## config.mk

```make
export PLATFORM = sky130hd
export DESIGN_NAME = bounded_deque_with_search_flat
export DESIGN_NICKNAME = d
export VERILOG_FILES = /design/src/hw/rtl/dqs_pkg.sv /design/src/hw/rtl/dqs_req_if.sv /design/src/hw/rtl/dqs_rsp_if.sv /design/src/hw/rtl/dqs_ram.sv /design/src/hw/rtl/dqs_scan.sv /design/src/hw/rtl/bounded_deque_with_search.sv /design/src/flat_wrapper.sv
export SDC_FILE = /design/constraint.sdc
export NUM_CORES = 1
export LEC_CHECK = 0
export BUFFER_PORTS_ARGS = -buffer_cell sky130_fd_sc_hd__buf_2
export CORE_MARGIN = 3
export CORE_UTILIZATION = 62
export DETAILED_ROUTE_END_ITERATION = 12
export PLACE_DENSITY = 0.79
export REMOVE_ABC_BUFFERS = 1
export SYNTH_ARGS = -nofsm -noshare
export SYNTH_HDL_FRONTEND = slang
export SYNTH_HIERARCHICAL = 1
export SYNTH_SLANG_ARGS = --single-unit
```

## constraint.sdc

```tcl
create_clock -name clk_i -period 5.5 [get_ports clk_i]
set_clock_uncertainty 0.1 [all_clocks]
set_input_delay 0.825 -clock clk_i [delete_from_list [all_inputs] [get_ports clk_i]]
set_output_delay 0.825 -clock clk_i [all_outputs]
set_load 0.02 [all_outputs]
```

## src/hw/rtl/dqs_pkg.sv

```systemverilog
`default_nettype none

package dqs_pkg;

  // Capacity of the ring buffer (1 .. 31; the response count is COUNT_W bits)
  localparam int unsigned DEPTH   = 16;
  localparam int unsigned PTR_W   = (DEPTH > 1) ? $clog2(DEPTH) : 1;
  localparam int unsigned CNT_W   = $clog2(DEPTH + 1);
  localparam int unsigned DATA_W  = 32;
  localparam int unsigned REQ_W   = 3;
  localparam int unsigned COUNT_W = 5;

  typedef logic [PTR_W-1:0]  ptr_t;
  typedef logic [CNT_W-1:0]  cnt_t;
  typedef logic [DATA_W-1:0] data_t;

  typedef enum logic [REQ_W-1:0] {
    REQ_PUSH_FRONT = 3'd0,
    REQ_PUSH_BACK  = 3'd1,
    REQ_POP_FRONT  = 3'd2,
    REQ_POP_BACK   = 3'd3,
    REQ_EXISTS     = 3'd4,
    REQ_CLEAR      = 3'd5
  } req_e;

  typedef enum logic [1:0] {
    ST_IDLE,
    ST_SCAN,
    ST_RESP
  } state_e;

  // Start of a search walk
  typedef struct packed {
    logic  start;
    ptr_t  head;
    cnt_t  count;
    data_t value;
  } scan_cmd_t;

  // Search walk status
  typedef struct packed {
    logic busy;
    logic done;
    logic found;
  } scan_stat_t;

  function automatic ptr_t ptr_inc(ptr_t p);
    ptr_inc = (p == ptr_t'(DEPTH - 1)) ? '0 : ptr_t'(p + 1'b1);
  endfunction

  function automatic ptr_t ptr_dec(ptr_t p);
    ptr_dec = (p == '0) ? ptr_t'(DEPTH - 1) : ptr_t'(p - 1'b1);
  endfunction

endpackage

`default_nettype wire

```

## src/hw/rtl/dqs_req_if.sv

```systemverilog
`default_nettype none

interface dqs_req_if;
  logic               valid;
  logic               ready;
  logic [2:0]         req_type;
  logic signed [31:0] data_value;

  modport source (output valid, output req_type, output data_value, input ready);
  modport sink   (input valid, input req_type, input data_value, output ready);
endinterface

`default_nettype wire

```

## src/hw/rtl/dqs_rsp_if.sv

```systemverilog
`default_nettype none

interface dqs_rsp_if;
  logic       valid;
  logic       ready;
  logic       ok;
  logic       found;
  logic [4:0] entry_count;

  modport source (output valid, output ok, output found, output entry_count, input ready);
  modport sink   (input valid, input ok, input found, input entry_count, output ready);
endinterface

`default_nettype wire

```

## src/hw/rtl/dqs_ram.sv

```systemverilog
`default_nettype none

module dqs_ram #(
  parameter int unsigned WIDTH = 32,
  parameter int unsigned DEPTH = 16
) (
  input  wire logic                                     clk_i,
  input  wire logic                                     we_i,
  input  wire logic [((DEPTH > 1) ? $clog2(DEPTH) : 1)-1:0] waddr_i,
  input  wire logic [WIDTH-1:0]                         wdata_i,
  input  wire logic [((DEPTH > 1) ? $clog2(DEPTH) : 1)-1:0] raddr_i,
  output logic      [WIDTH-1:0]                         rdata_o
);

  logic [WIDTH-1:0] mem [DEPTH];

  always_ff @(posedge clk_i) begin
    if (we_i) begin
      mem[waddr_i] <= wdata_i;
    end
    rdata_o <= mem[raddr_i];
  end

endmodule

`default_nettype wire

```

## src/hw/rtl/dqs_scan.sv

```systemverilog
`default_nettype none

module dqs_scan (
  input  wire logic               clk_i,
  input  wire logic               rst_ni,
  input  wire dqs_pkg::scan_cmd_t cmd_i,
  input  wire dqs_pkg::data_t     rdata_i,
  output dqs_pkg::ptr_t           raddr_o,
  output dqs_pkg::scan_stat_t     stat_o
);
  import dqs_pkg::*;

  logic  busy_q;
  logic  rd_vld_q;
  logic  found_q, found_d;
  cnt_t  idx_q;
  cnt_t  cnt_q;
  ptr_t  addr_q;
  data_t val_q;
  logic  issue;
  logic  hit;

  // Issue one read per cycle from head toward tail; compare in the cycle after each read
  assign issue = busy_q && (idx_q < cnt_q);
  assign hit   = rd_vld_q && (rdata_i == val_q);

  always_comb begin
    found_d = found_q | hit;
  end

  always_ff @(posedge clk_i or negedge rst_ni) begin
    if (!rst_ni) begin
      busy_q   <= 1'b0;
      rd_vld_q <= 1'b0;
    end else if (cmd_i.start) begin
      busy_q   <= 1'b1;
      rd_vld_q <= 1'b0;
    end else if (busy_q) begin
      rd_vld_q <= issue;
      if (!issue && !rd_vld_q) begin
        busy_q <= 1'b0;
      end
    end
  end

  always_ff @(posedge clk_i) begin
    if (cmd_i.start) begin
      idx_q   <= '0;
      cnt_q   <= cmd_i.count;
      addr_q  <= cmd_i.head;
      val_q   <= cmd_i.value;
      found_q <= 1'b0;
    end else if (busy_q) begin
      found_q <= found_d;
      if (issue) begin
        idx_q  <= cnt_t'(idx_q + 1'b1);
        addr_q <= ptr_inc(addr_q);
      end
    end
  end

  assign raddr_o      = addr_q;
  assign stat_o.busy  = busy_q;
  assign stat_o.done  = busy_q && !issue && !rd_vld_q;
  assign stat_o.found = found_q;

endmodule

`default_nettype wire

```

## src/hw/rtl/bounded_deque_with_search.sv

```systemverilog
// Flow: push, pop, clear and unused codes pass from the input transfer through
//   ST_RESP into the output register; exists first walks the stored entries in
//   ST_SCAN, then passes through ST_RESP.
// Throughput: one request at a time; the memory's single read port walks the
//   stored entries one per cycle during exists, and a new request is taken once the
//   previous result is in the output register.
// Reset: head, tail and count return to zero; the entry memory is not cleared.
`default_nettype none

module bounded_deque_with_search (
  input  wire logic clk_i,
  input  wire logic rst_ni,
  dqs_req_if.sink   req,
  dqs_rsp_if.source rsp
);
  import dqs_pkg::*;

  state_e     state_q, state_d;
  ptr_t       head_q, head_d;
  ptr_t       tail_q, tail_d;
  cnt_t       cnt_q, cnt_d;
  logic       ok_d;
  logic       we;
  ptr_t       waddr;
  ptr_t       raddr;
  data_t      rdata;
  logic       accept;
  logic       is_exists;
  logic       out_load;
  scan_cmd_t  scan_cmd;
  scan_stat_t scan_stat;

  // Pending result, held until the output register takes it
  logic res_ok_q;
  logic res_found_q;
  cnt_t res_cnt_q;

  // Output register
  logic                 out_valid_q;
  logic                 out_ok_q;
  logic                 out_found_q;
  logic [COUNT_W-1:0]   out_cnt_q;

  assign accept    = req.valid && req.ready;
  assign is_exists = (req.req_type == REQ_EXISTS);

  // Next state
  always_comb begin
    state_d = state_q;
    case (state_q)
      ST_IDLE: begin
        if (accept) begin
          state_d = is_exists ? ST_SCAN : ST_RESP;
        end
      end
      ST_SCAN: begin
        if (scan_stat.done) begin
          state_d = ST_RESP;
        end
      end
      ST_RESP: begin
        if (!out_valid_q || rsp.ready) begin
          state_d = ST_IDLE;
        end
      end
      default: state_d = ST_IDLE;
    endcase
  end

  // State outputs
  always_comb begin
    req.ready = 1'b0;
    out_load  = 1'b0;
    case (state_q)
      ST_IDLE: req.ready = 1'b1;
      ST_SCAN: ;
      ST_RESP: out_load = !out_valid_q || rsp.ready;
      default: ;
    endcase
  end

  // Request decode: pointer and count update, memory write
  always_comb begin
    head_d = head_q;
    tail_d = tail_q;
    cnt_d  = cnt_q;
    ok_d   = 1'b0;
    we     = 1'b0;
    waddr  = tail_q;
    case (req.req_type)
      REQ_PUSH_FRONT: begin
        if (cnt_q < cnt_t'(DEPTH)) begin
          head_d = ptr_dec(head_q);
          waddr  = head_d;
          we     = accept;
          cnt_d  = cnt_t'(cnt_q + 1'b1);
          ok_d   = 1'b1;
        end
      end
      REQ_PUSH_BACK: begin
        if (cnt_q < cnt_t'(DEPTH)) begin
          waddr  = tail_q;
          we     = accept;
          tail_d = ptr_inc(tail_q);
          cnt_d  = cnt_t'(cnt_q + 1'b1);
          ok_d   = 1'b1;
        end
      end
      REQ_POP_FRONT: begin
        if (cnt_q != '0) begin
          head_d = ptr_inc(head_q);
          cnt_d  = cnt_t'(cnt_q - 1'b1);
          ok_d   = 1'b1;
        end
      end
      REQ_POP_BACK: begin
        if (cnt_q != '0) begin
          tail_d = ptr_dec(tail_q);
          cnt_d  = cnt_t'(cnt_q - 1'b1);
          ok_d   = 1'b1;
        end
      end
      REQ_EXISTS: ok_d = 1'b1;
      REQ_CLEAR: begin
        head_d = '0;
        tail_d = '0;
        cnt_d  = '0;
        ok_d   = 1'b1;
      end
      default: ;
    endcase
  end

  always_ff @(posedge clk_i or negedge rst_ni) begin
    if (!rst_ni) begin
      state_q     <= ST_IDLE;
      head_q      <= '0;
      tail_q      <= '0;
      cnt_q       <= '0;
      out_valid_q <= 1'b0;
    end else begin
      state_q <= state_d;
      if (accept) begin
        head_q <= head_d;
        tail_q <= tail_d;
        cnt_q  <= cnt_d;
      end
      if (out_load) begin
        out_valid_q <= 1'b1;
      end else if (rsp.ready) begin
        out_valid_q <= 1'b0;
      end
    end
  end

  // Result payload, no reset needed
  always_ff @(posedge clk_i) begin
    if (accept) begin
      res_ok_q    <= ok_d;
      res_found_q <= 1'b0;
      res_cnt_q   <= cnt_d;
    end else if (state_q == ST_SCAN && scan_stat.done) begin
      res_found_q <= scan_stat.found;
    end
    if (out_load) begin
      out_ok_q    <= res_ok_q;
      out_found_q <= res_found_q;
      out_cnt_q   <= COUNT_W'(res_cnt_q);
    end
  end

  // Search walk starts from the current head over the stored entries
  assign scan_cmd.start = accept && is_exists;
  assign scan_cmd.head  = head_q;
  assign scan_cmd.count = cnt_q;
  assign scan_cmd.value = data_t'(req.data_value);

  dqs_scan u_scan (
    .clk_i   (clk_i),
    .rst_ni  (rst_ni),
    .cmd_i   (scan_cmd),
    .rdata_i (rdata),
    .raddr_o (raddr),
    .stat_o  (scan_stat)
  );

  // Writes happen only at transfer, read data is used only while scanning: never overlapping
  dqs_ram #(
    .WIDTH (DATA_W),
    .DEPTH (DEPTH)
  ) u_ram (
    .clk_i   (clk_i),
    .we_i    (we),
    .waddr_i (waddr),
    .wdata_i (data_t'(req.data_value)),
    .raddr_i (raddr),
    .rdata_o (rdata)
  );

  assign rsp.valid       = out_valid_q;
  assign rsp.ok          = out_ok_q;
  assign rsp.found       = out_found_q;
  assign rsp.entry_count = out_cnt_q;

endmodule

`default_nettype wire
```

## src/flat_wrapper.sv

```systemverilog
// flat-port wrapper written by rule: the top's interface ports become plain ports
module bounded_deque_with_search_flat import dqs_pkg::*;
  (clk_i, rst_ni, req_valid, req_req_type, req_data_value, req_ready, rsp_valid, rsp_ok, rsp_found, rsp_entry_count, rsp_ready);
  dqs_req_if req_i ();
  dqs_rsp_if rsp_i ();
  input  wire logic clk_i;
  input  wire logic rst_ni;
  input wire logic [$bits(req_i.valid)-1:0] req_valid;
  input wire logic [$bits(req_i.req_type)-1:0] req_req_type;
  input wire logic [$bits(req_i.data_value)-1:0] req_data_value;
  output wire logic [$bits(req_i.ready)-1:0] req_ready;
  output wire logic [$bits(rsp_i.valid)-1:0] rsp_valid;
  output wire logic [$bits(rsp_i.ok)-1:0] rsp_ok;
  output wire logic [$bits(rsp_i.found)-1:0] rsp_found;
  output wire logic [$bits(rsp_i.entry_count)-1:0] rsp_entry_count;
  input wire logic [$bits(rsp_i.ready)-1:0] rsp_ready;
  assign req_i.valid = req_valid;
  assign req_i.req_type = req_req_type;
  assign req_i.data_value = req_data_value;
  assign req_ready = req_i.ready;
  assign rsp_valid = rsp_i.valid;
  assign rsp_ok = rsp_i.ok;
  assign rsp_found = rsp_i.found;
  assign rsp_entry_count = rsp_i.entry_count;
  assign rsp_i.ready = rsp_ready;
  bounded_deque_with_search u_core (.clk_i(clk_i), .rst_ni(rst_ni), .req(req_i), .rsp(rsp_i));
endmodule
```

==> results of run 1 <==
through the flow:
step	area [um2]	utilization, %
2_1_floorplan	23700	-
3_3_place_gp	24900	65.7
3_5_place_dp	24900	65.7
4_1_cts	26700	70.6
5_1_grt	26700	70.6
6_report	26700	70.6
worst paths after layout:
| check | startpoint | endpoint | depth (start not counted) |
|---|---|---|---|
| setup / recovery | req_req_type[2] | u_core/u_ram/mem[15][18]$_DFFE_PP_ | 8 |
| hold / removal | rst_ni | u_core/state_q[0]$_DFFE_PN0P_ | 1 |
| setup reg to reg | u_core/cnt_q[4]$_DFFE_PN0N_ | u_core/u_ram/mem[15][18]$_DFFE_PP_ | 7 |
| hold reg to reg | u_core/res_ok_q$_DFFE_PN_ | u_core/rsp.ok$_DFFE_PP_ | 0 |
| max in group asynchronous | rst_ni | u_core/tail_q[0]$_DFFE_PN0P_ | 1 |
| min in group clk_i | u_core/res_ok_q$_DFFE_PN_ | u_core/rsp.ok$_DFFE_PP_ | 0 |
sequential cells by signal (all words and copies together) (netlist names), 4 cells and up:
| register | flops |
|---|---|
| u_core/u_scan/raddr_o | 4 |
| u_core/head_q | 4 |
| u_core/cnt_q | 5 |
| u_core/rsp.entry_count | 5 |
| u_core/u_scan/val_q | 32 |
| u_core/u_scan/idx_q | 5 |
| u_core/tail_q | 4 |
| u_core/res_cnt_q | 5 |
| u_core/u_ram/rdata_o | 32 |
| u_core/u_ram/mem | 512 |
| u_core/u_scan/cnt_q | 5 |
layout by cell type, fill, tap and decap left out, types with 13 or more instances in the layout:
cell type and count:
edfxtp_1 566, mux4_2 128, a22oi_1 64, clkbuf_16 58, nand2_1 49, buf_2 47
dfxtp_1 39, xnor2_1 30, inv_1 22, nor2_1 22, clkbuf_1 18, dfrtp_1 18
buf_4 16, a21oi_1 14, o21ai_0 13, nor2_4 13
area by class of cell:
cell class                      instances  area share, %
Inverter                               22          0.309
Clock inverter                         24          0.810
Antenna cell                            1        0.00937
Tap cell                              511           2.39
Timing Repair Buffer                   67           1.63
Multi-Input combinational cell        486           20.6
Clock buffer                           83           6.05
Sequential cell                       623           68.2
per-layer routing:
layer,track usage [%],up-vias,part of all wire (%)
met5,0,-,0.053
met4,8.98,4,3.3
met3,4.84,129,8.6
met2,39.4,641,48
met1,38.0,6318,40
li1,-,5006,-
report_power, final:
part | switching [W] | internal (W) | leakage, nW
Sequential | 0.000286 | 0.00553 | 5.65
Clock | 0.00166 | 0.00218 | 0.877
Combinational | 0.00187 | 0.00150 | 2.18
Total | 0.00381 | 0.00922 | 8.71
==> results.json, run 1 <==
{
  "powerDensity_nw_per_um2": 487,
  "start_kind": "primary input",
  "cap_violations": 0,
  "grt.total_usage_pct": 25.6,
  "core_um2": 37800,
  "grt_pass1_vias": 12200,
  "seq_area_um2": 18200,
  "die_area_um2": 41000,
  "num_vias": 12100,
  "clock-sinks": 623,
  "clk_latency_ns": 0.61,
  "antenna_found_initial": 3,
  "status": "finished clean",
  "ir_worst_vdd_mv": 0.306,
  "initial_utilization_pct": 63.3,
  "multi_input_area_um2": 5500,
  "cp_top_family": "simple AND/OR/NAND/NOR gates",
  "setup_slack_ns": 1.64,
  "crit_fanout": 24,
  "fin_crit_ns": 3.86,
  "tns_ns": 0,
  "gr-total-overflow": 0,
  "finalHoldViolCount": 0,
  "crit_arrival_ns": 4.05,
  "wire_per_inst_um": 28.2,
  "cp-end-kind": "register",
  "num_rows": 71,
  "setup_violations": 0,
  "h-tree-depth": 2,
  "fill_cells": 2233,
  "slowest_stage": "nor2_4",
  "dieWidth_um": 203,
  "place_inst": 1709,
  "drc": 0,
  "fin_cells": 1817,
  "die_h_um": 203,
  "fin_crit_sh_pct": 70.2,
  "grt_max_degree": 131,
  "rsz0062_at_grt": "no",
  "vias_per_cell": 6.66,
  "synth_cells": 1190,
  "crit_required_ns": 5.69,
  "rrSetupSlack_ns": 1.65,
  "dp_slack_ns": 1.23,
  "gp_congestion": 0.823,
  "clock_path_buffers": 3,
  "critPathKind": "primary input to register",
  "areaGrowthSynthToFinish_pct": 11.5,
  "clkSlewWorstSetupHoldPaths_ns": 0.06,
  "slew_violations": 0,
  "drive_above_1_share_pct": 24.2,
  "ioPinCount": 48,
  "io_buffers": 47,
  "firstDrtPassIters": 5,
  "detail-route-antenna-nets": 0,
  "crit_buf_inv": 3,
  "worstMarginPinSlew_ns": 1.11,
  "postCtsSetupBuffers": 0,
  "hold_buffers": 0,
  "syn_avg_cell_area_um2": 20.1,
  "holdWs_ns": 0.0729,
  "p_leak_nw": 8.71,
  "cts-root-buf": "clkbuf_16",
  "cts_buffers": 57,
  "hp-class": "primary input to asynchronous set/reset pin",
  "dpl.hpwl_um": 27900,
  "routed_wirelength_um": 51300,
  "crit_path_max_incr_delay_ns": 0.78,
  "post_cts_resized": 0,
  "fmax_ghz": 0.259,
  "grt_pass1_wl_um": 77600,
  "relSlewSlack_pct": 25.5,
  "cpMostUsedCell": "buf_4",
  "ys_warn_count": 6,
  "cts_tree": "yes",
  "fin_nets": 1308,
  "synthesis.area_um2": 24000,
  "path_cells": "buf_2 > nor4_1 > buf_4 > nor2_1 > a21oi_1 > nand2_1 > nor2_4 > buf_4",
  "drtIter0Drc": 1347,
  "power_w": 0.0130
}
Note: power is estimated with default switching activity, not from simulation.
==> run 2: changes to the inputs <==
--- a/config.mk
+++ b/config.mk
@@ -5,11 +5,12 @@
 export SDC_FILE = /design/constraint.sdc
 export NUM_CORES = 1
 export LEC_CHECK = 0
+export ABC_AREA = 1
 export BUFFER_PORTS_ARGS = -buffer_cell sky130_fd_sc_hd__buf_2
 export CORE_MARGIN = 3
-export CORE_UTILIZATION = 62
+export CORE_UTILIZATION = 63
 export DETAILED_ROUTE_END_ITERATION = 12
-export PLACE_DENSITY = 0.79
+export PLACE_DENSITY = 0.8
 export REMOVE_ABC_BUFFERS = 1
 export SYNTH_ARGS = -nofsm -noshare
 export SYNTH_HDL_FRONTEND = slang
==> constraint.sdc (replaced) <==
create_clock -name clk_i -period 3.8 [get_ports clk_i]
set_clock_uncertainty 0.1 [all_clocks]
set_input_delay 0.57 -clock clk_i [delete_from_list [all_inputs] [get_ports clk_i]]
set_output_delay 0.57 -clock clk_i [all_outputs]
set_load 0.02 [all_outputs]
==> run 2 against run 1 <==
  * First-iteration DRC count is 59% higher
  * Combinational power is 99% higher
  * Setup slack worse by 0.86 ns
  * Cell area is 12% higher
  * Critical endpoint is now u_core/u_ram/mem[5][3]$_DFFE_PP_
  * Non-clock buffer count is 20 higher
  * Critical path type is now register to register
  * Routed wire length is 25% higher
  * Count of clock-buffer cells in the layout is 8 higher
  * Via count is 53% higher
  * Synthesized cell count is 120% higher
==> results.json, run 2 <==
{
  "status": "finished clean",
  "postCtsSetupBuffers": 0,
  "cap_violations": 0,
  "place_inst": 3134,
  "crit_required_ns": 4.00,
  "largest_register_ffs": 512,
  "fin_nets": 2708,
  "start_kind": "register",
  "relSlewSlack_pct": 10.0,
  "grt.total_usage_pct": 28.4,
  "core_um2": 42200,
  "slew_violations": 0,
  "gp_congestion": 0.882,
  "vias_per_cell": 5.69,
  "num_vias": 18500,
  "powerDensity_nw_per_um2": 707,
  "min_to": "u_core/rsp.valid$_DFFE_PN0P_",
  "syn_avg_cell_area_um2": 10.3,
  "cp-end-kind": "register",
  "synth_cells": 2621,
  "holdPathStages": 3,
  "wire_per_inst_um": 19.7,
  "antenna_cells": 0,
  "setup_violations": 0,
  "cts_buffers": 59,
  "gr-total-overflow": 0,
  "dp_slack_ns": 0.651,
  "min_from": "rsp_ready",
  "grt_pass1_wl_um": 98800,
  "worstMarginPinSlew_ns": 1.35,
  "grt_max_degree": 197,
  "initial_utilization_pct": 64.1,
  "ioPinCount": 48,
  "layout_common_cells": "838 x nand2_1, 566 x edfxtp_1, 457 x inv_1, 421 x nand3_1, 60 x clkbuf_16",
  "mostFrequentLayoutCell": "nand2_1",
  "cts-root-buf": "clkbuf_16",
  "die_area_um2": 45500,
  "clk_latency_ns": 0.62,
  "synthesis.area_um2": 27100,
  "ys_warn_count": 6,
  "drtIter0Drc": 2138,
  "reg2reg_depth": 8,
  "worst_r2r_endpoint": "u_core/u_ram/mem[5][3]$_DFFE_PP_",
  "regMostFlops": "u_core/u_ram/mem",
  "drive_above_1_share_pct": 8.57,
  "io_buffers": 47,
  "critPathKind": "register to register",
  "firstDrtPassIters": 6,
  "h-tree-depth": 2,
  "rsz0062_at_grt": "no",
  "fmax_ghz": 0.331,
  "clock_path_buffers": 3,
  "clkSlewWorstSetupHoldPaths_ns": 0.06,
  "finalHoldViolCount": 0,
  "p_leak_nw": 12.8,
  "antenna_found_initial": 0,
  "hp-class": "primary input to register",
  "fin_crit_sh_pct": 79.6,
  "die_h_um": 213,
  "dieWidth_um": 213,
  "num_rows": 75,
  "routed_wirelength_um": 63900,
  "rr_startpoint": "u_core/state_q[0]$_DFFE_PN0P_",
  "rrSetupSlack_ns": 0.78,
  "crit_fanout": 19,
  "crit_arrival_ns": 3.22,
  "cts_tree": "yes",
  "biggestRegsByFlops": "u_core/u_ram/mem: 512 flops, u_core/u_ram/rdata_o: 32 flops, u_core/u_scan/val_q: 32 flops",
  "setup_slack_ns": 0.776,
  "grt_pass1_vias": 18200,
  "areaGrowthSynthToFinish_pct": 10.0,
  "dpl.hpwl_um": 36900,
  "ir_worst_vdd_mv": 0.964,
  "fin_cells": 3247,
  "clock-sinks": 623,
  "fin_crit_ns": 3.02,
  "detail-route-antenna-nets": 0,
  "drc": 0
}
[run 2: per-stage QoR]
step / util, % / cell area (um2) / total power, W / hold slack [ns] / TNS (ns)
after floorplan: - / 26300 / 0.0130 / 0.174 / -129.67
after global placement: 65.8 / 27800 / 0.0148 / 0.314 / 0
after detailed placement: 65.8 / 27800 / 0.0150 / 0.311 / 0
after CTS: 70.6 / 29800 / 0.0210 / 0.0913 / 0
after global routing: 70.6 / 29800 / 0.0221 / 0.115 / 0
final: 70.6 / 29800 / 0.0211 / 0.123 / 0
[run 2: metal layers]
layer	track usage, %	wire length [um]
met3	4.73	5850
met2	47.5	31600
met4	10.7	2200
met5	0	0
met1	38.2	24300
[run 2: how the worst max path moves through the flow]
stage / startpoint / endpoint / slack (ns) / cells after the start
global route: u_core/head_q[0]$_DFFE_PN0P_ / u_core/u_ram/mem[5][3]$_DFFE_PP_ / 0.67 / 11
floorplan: u_core/u_scan/raddr_o[0]$_DFFE_PP_ / u_core/u_ram/rdata_o[30]$_DFF_P_ / -3.81 / 6
global placement: req_req_type[2] / u_core/u_ram/mem[5][26]$_DFFE_PP_ / 0.73 / 9
detailed placement: req_req_type[2] / u_core/u_ram/mem[5][3]$_DFFE_PP_ / 0.65 / 9
finish: u_core/state_q[0]$_DFFE_PN0P_ / u_core/u_ram/mem[5][3]$_DFFE_PP_ / 0.78 / 8
CTS: u_core/state_q[0]$_DFFE_PN0P_ / u_core/u_ram/mem[5][3]$_DFFE_PP_ / 0.83 / 8
[run 2: timing repair]
action,CTS,global route
gates resized for setup,0,0
hold endpoints to repair,18,0
hold buffers,1,0
[run 2: where the power goes]
| part | switching [W] | internal (W) | leakage [nW] |
|---|---|---|---|
| combinational | 0.00479 | 0.00190 | 6.21 |
| sequential | 0.000329 | 0.00804 | 5.66 |
| clock | 0.00242 | 0.00359 | 0.979 |
[run 2: critical path: stages, from the launching register on]
cell      delay, ns
dfrtp_1        0.42
inv_2          0.10
nand2_2        0.11
nor2_8         0.24
inv_1          0.20
nor2_1         0.34
nand3b_1       0.38
nor2_4         0.56
buf_12         0.26
[run 2: final cells by class]
| cell class | count | area [um2] |
|---|---|---|
| Clock inverter | 21 | 289 |
| Fill cell | 2845 | 12400 |
| Clock buffer | 91 | 1730 |
| Timing Repair Buffer | 87 | 638 |
| Multi-Input combinational cell | 1417 | 6470 |
| Sequential cell | 623 | 18200 |
| Inverter | 469 | 1770 |
| Tap cell | 539 | 674 |
==> run 3: changes to the inputs <==
--- a/config.mk
+++ b/config.mk
@@ -5,12 +5,12 @@
 export SDC_FILE = /design/constraint.sdc
 export NUM_CORES = 1
 export LEC_CHECK = 0
-export ABC_AREA = 1
+export ABC_AREA = 0
 export BUFFER_PORTS_ARGS = -buffer_cell sky130_fd_sc_hd__buf_2
 export CORE_MARGIN = 3
-export CORE_UTILIZATION = 63
+export CORE_UTILIZATION = 62
 export DETAILED_ROUTE_END_ITERATION = 12
-export PLACE_DENSITY = 0.8
+export PLACE_DENSITY = 0.79
 export REMOVE_ABC_BUFFERS = 1
 export SYNTH_ARGS = -nofsm -noshare
 export SYNTH_HDL_FRONTEND = slang
==> constraint.sdc (replaced) <==
create_clock -name clk_i -period 3 [get_ports clk_i]
set_clock_uncertainty 0.1 [all_clocks]
set_input_delay 0.45 -clock clk_i [delete_from_list [all_inputs] [get_ports clk_i]]
set_output_delay 0.45 -clock clk_i [all_outputs]
set_load 0.02 [all_outputs]
==> run 3 against run 2 <==
  * Worst hold slack worse by 0.086 ns
  * Critical endpoint is now u_core/u_ram/mem[5][15]$_DFFE_PP_
  * Largest power group unchanged
  * Sequential power is 27% higher
  * Maximum frequency is 4.9% higher
  * Total power is 15% higher
  * Final cell count is 43% lower
==> results.json, run 3 (synthesis gave the netlist of run 1 again) <==
{
  "crit_fanout": 13,
  "regMostFlops": "u_core/u_ram/mem",
  "postCtsSetupBuffers": 0,
  "drc": 0,
  "fin_crit_ns": 2.88,
  "place_area_um2": 25400,
  "worst_r2r_endpoint": "u_core/u_ram/mem[5][15]$_DFFE_PP_",
  "grt.total_usage_pct": 25.5,
  "biggestRegsByFlops": "u_core/u_ram/mem: 512 flops, u_core/u_ram/rdata_o: 32 flops, u_core/u_scan/val_q: 32 flops",
  "largest_register_ffs": 512,
  "min_from": "rsp_ready",
  "ir_worst_vdd_mv": 0.540,
  "holdWs_ns": 0.0368,
  "crit_arrival_ns": 3.07,
  "dieWidth_um": 203,
  "cap_violations": 0,
  "layout_common_cells": "566 x edfxtp_1, 128 x mux4_2, 64 x a22oi_1, 59 x clkbuf_16, 49 x nand2_1",
  "io_buffers": 47,
  "p_clk_share_pct": 29.7,
  "areaGrowthSynthToFinish_pct": 13.7,
  "ioPinCount": 48,
  "fin_nets": 1350,
  "fill_cells": 2183,
  "firstDrtPassIters": 5,
  "routed_wirelength_um": 50900,
  "die_h_um": 203,
  "drtIter0Drc": 1219,
  "relSlewSlack_pct": 40.9,
  "grt_pass1_wl_um": 78000,
  "p_sw_w": 0.00706,
  "detail-route-antenna-nets": 0,
  "finalHoldViolCount": 0,
  "clk_latency_ns": 0.60,
  "finish.utilization_pct": 72.0,
  "initial_utilization_pct": 63.3,
  "dpl.hpwl_um": 30300,
  "p_leak_nw": 8.98,
  "slew_violations": 0,
  "antenna_cells": 0,
  "reg2reg_depth": 8,
  "mostFrequentLayoutCell": "edfxtp_1",
  "cts-root-buf": "clkbuf_16",
  "clock_path_buffers": 3,
  "num_rows": 71,
  "rrSetupSlack_ns": 0.12,
  "hp-class": "primary input to register",
  "crit_required_ns": 3.19,
  "dp_slack_ns": 0.0963,
  "start_kind": "register",
  "worstMarginPinSlew_ns": 0.885,
  "min_to": "u_core/rsp.valid$_DFFE_PN0P_",
  "cts_tree": "yes",
  "antenna_found_initial": 0,
  "wire_per_inst_um": 27.4,
  "gp_congestion": 0.843,
  "drive_above_1_share_pct": 26.4,
  "setup_slack_ns": 0.118,
  "h-tree-depth": 2,
  "p_sw_share_pct": 29.1,
  "grt_max_degree": 43,
  "clock-sinks": 623,
  "seq_power_share_pct": 43.6,
  "powerDensity_nw_per_um2": 891,
  "fin_crit_sh_pct": 96.1,
  "num_vias": 12200,
  "critPathKind": "register to register",
  "p_comb_share_pct": 26.8,
  "holdPathStages": 3,
  "cp-end-kind": "register",
  "die_area_um2": 41000,
  "p_int_w": 0.0172,
  "cts_buffers": 58,
  "rsz0062_at_grt": "no",
  "fin_area_um2": 27200,
  "gr-total-overflow": 0,
  "rr_startpoint": "u_core/head_q[0]$_DFFE_PN0P_",
  "tns_ns": 0,
  "setup_violations": 0,
  "status": "finished clean",
  "vias_per_cell": 6.55,
  "fmax_ghz": 0.347,
  "core_um2": 37800,
  "grt_pass1_vias": 12200,
  "clkSlewWorstSetupHoldPaths_ns": 0.07
}
==> run 3: worst max-delay path by stage <==
| stage | cells past startpoint | from | endpoint | slack [ns] |
|---|---|---|---|---|
| 2_1_floorplan | 3 | u_core/u_scan/raddr_o[0]$_DFFE_PP_ | u_core/u_scan/raddr_o[0]$_DFFE_PP_ | -3.39 |
| 3_3_place_gp | 8 | req_req_type[2] | u_core/u_ram/mem[2][24]$_DFFE_PP_ | 0.07 |
| 3_5_place_dp | 8 | req_req_type[2] | u_core/u_ram/mem[9][22]$_DFFE_PP_ | 0.1 |
| 4_1_cts | 8 | u_core/head_q[0]$_DFFE_PN0P_ | u_core/u_ram/mem[5][12]$_DFFE_PP_ | 0.11 |
| 5_1_grt | 8 | u_core/head_q[0]$_DFFE_PN0P_ | u_core/u_ram/mem[5][15]$_DFFE_PP_ | 0.04 |
| 6_report | 8 | u_core/head_q[0]$_DFFE_PN0P_ | u_core/u_ram/mem[5][15]$_DFFE_PP_ | 0.12 |
==> run 3: power groups by stage <==
stage,registers (W),clock network [W],logic (W)
after CTS,0.0106,0.00733,0.00648
after global routing,0.0106,0.00765,0.00695
final,0.0106,0.00720,0.00650
after detailed placement,0.0107,0,0.00637
after global placement,0.0107,0,0.00621
after floorplan,0.0112,0,0.00368
==> run 3: per-layer routing <==
| layer | share of wire [%] | GRT usage [%] | vias up |
|---|---|---|---|
| met5 | 0 | 0 | - |
| met4 | 2.4 | 7.20 | 0 |
| met3 | 8.7 | 4.95 | 76 |
| met2 | 48 | 39.1 | 619 |
| met1 | 41 | 38.7 | 6391 |
| li1 | - | - | 5084 |
==> run 3: worst max-delay path, stage by stage, from the launching register on <==
cell      delay [ns]
dfrtp_1         0.43
or4b_2          0.67
o311ai_1        0.13
mux2i_1         0.19
buf_4           0.18
nand3b_1        0.23
buf_4           0.23
nor2_4          0.16
buf_4           0.26
==> run 3: what timing repair did <==
action                     4_1_cts  5_1_grt
setup endpoints to repair        0      121
resized for setup                0        1
hold endpoints to repair        18        0
hold buffers                     1        0
==> run 3: through the flow <==
step	std cells	power, W
6_report	1857	0.0243
5_1_grt	1857	0.0252
4_1_cts	1857	0.0244
3_5_place_dp	1749	0.0171
3_3_place_gp	1749	0.0169
2_1_floorplan	1131	0.0148
==> run 3: final cells by class <==
type	count	area, um2	share of cell area, %
Clock buffer	71	1540	5.66
Clock inverter	36	324	1.19
Inverter	22	82.6	0.303
Multi-Input combinational cell	486	5500	20.2
Sequential cell	623	18200	66.9
Tap cell	511	639	2.35
Timing Repair Buffer	108	933	3.43
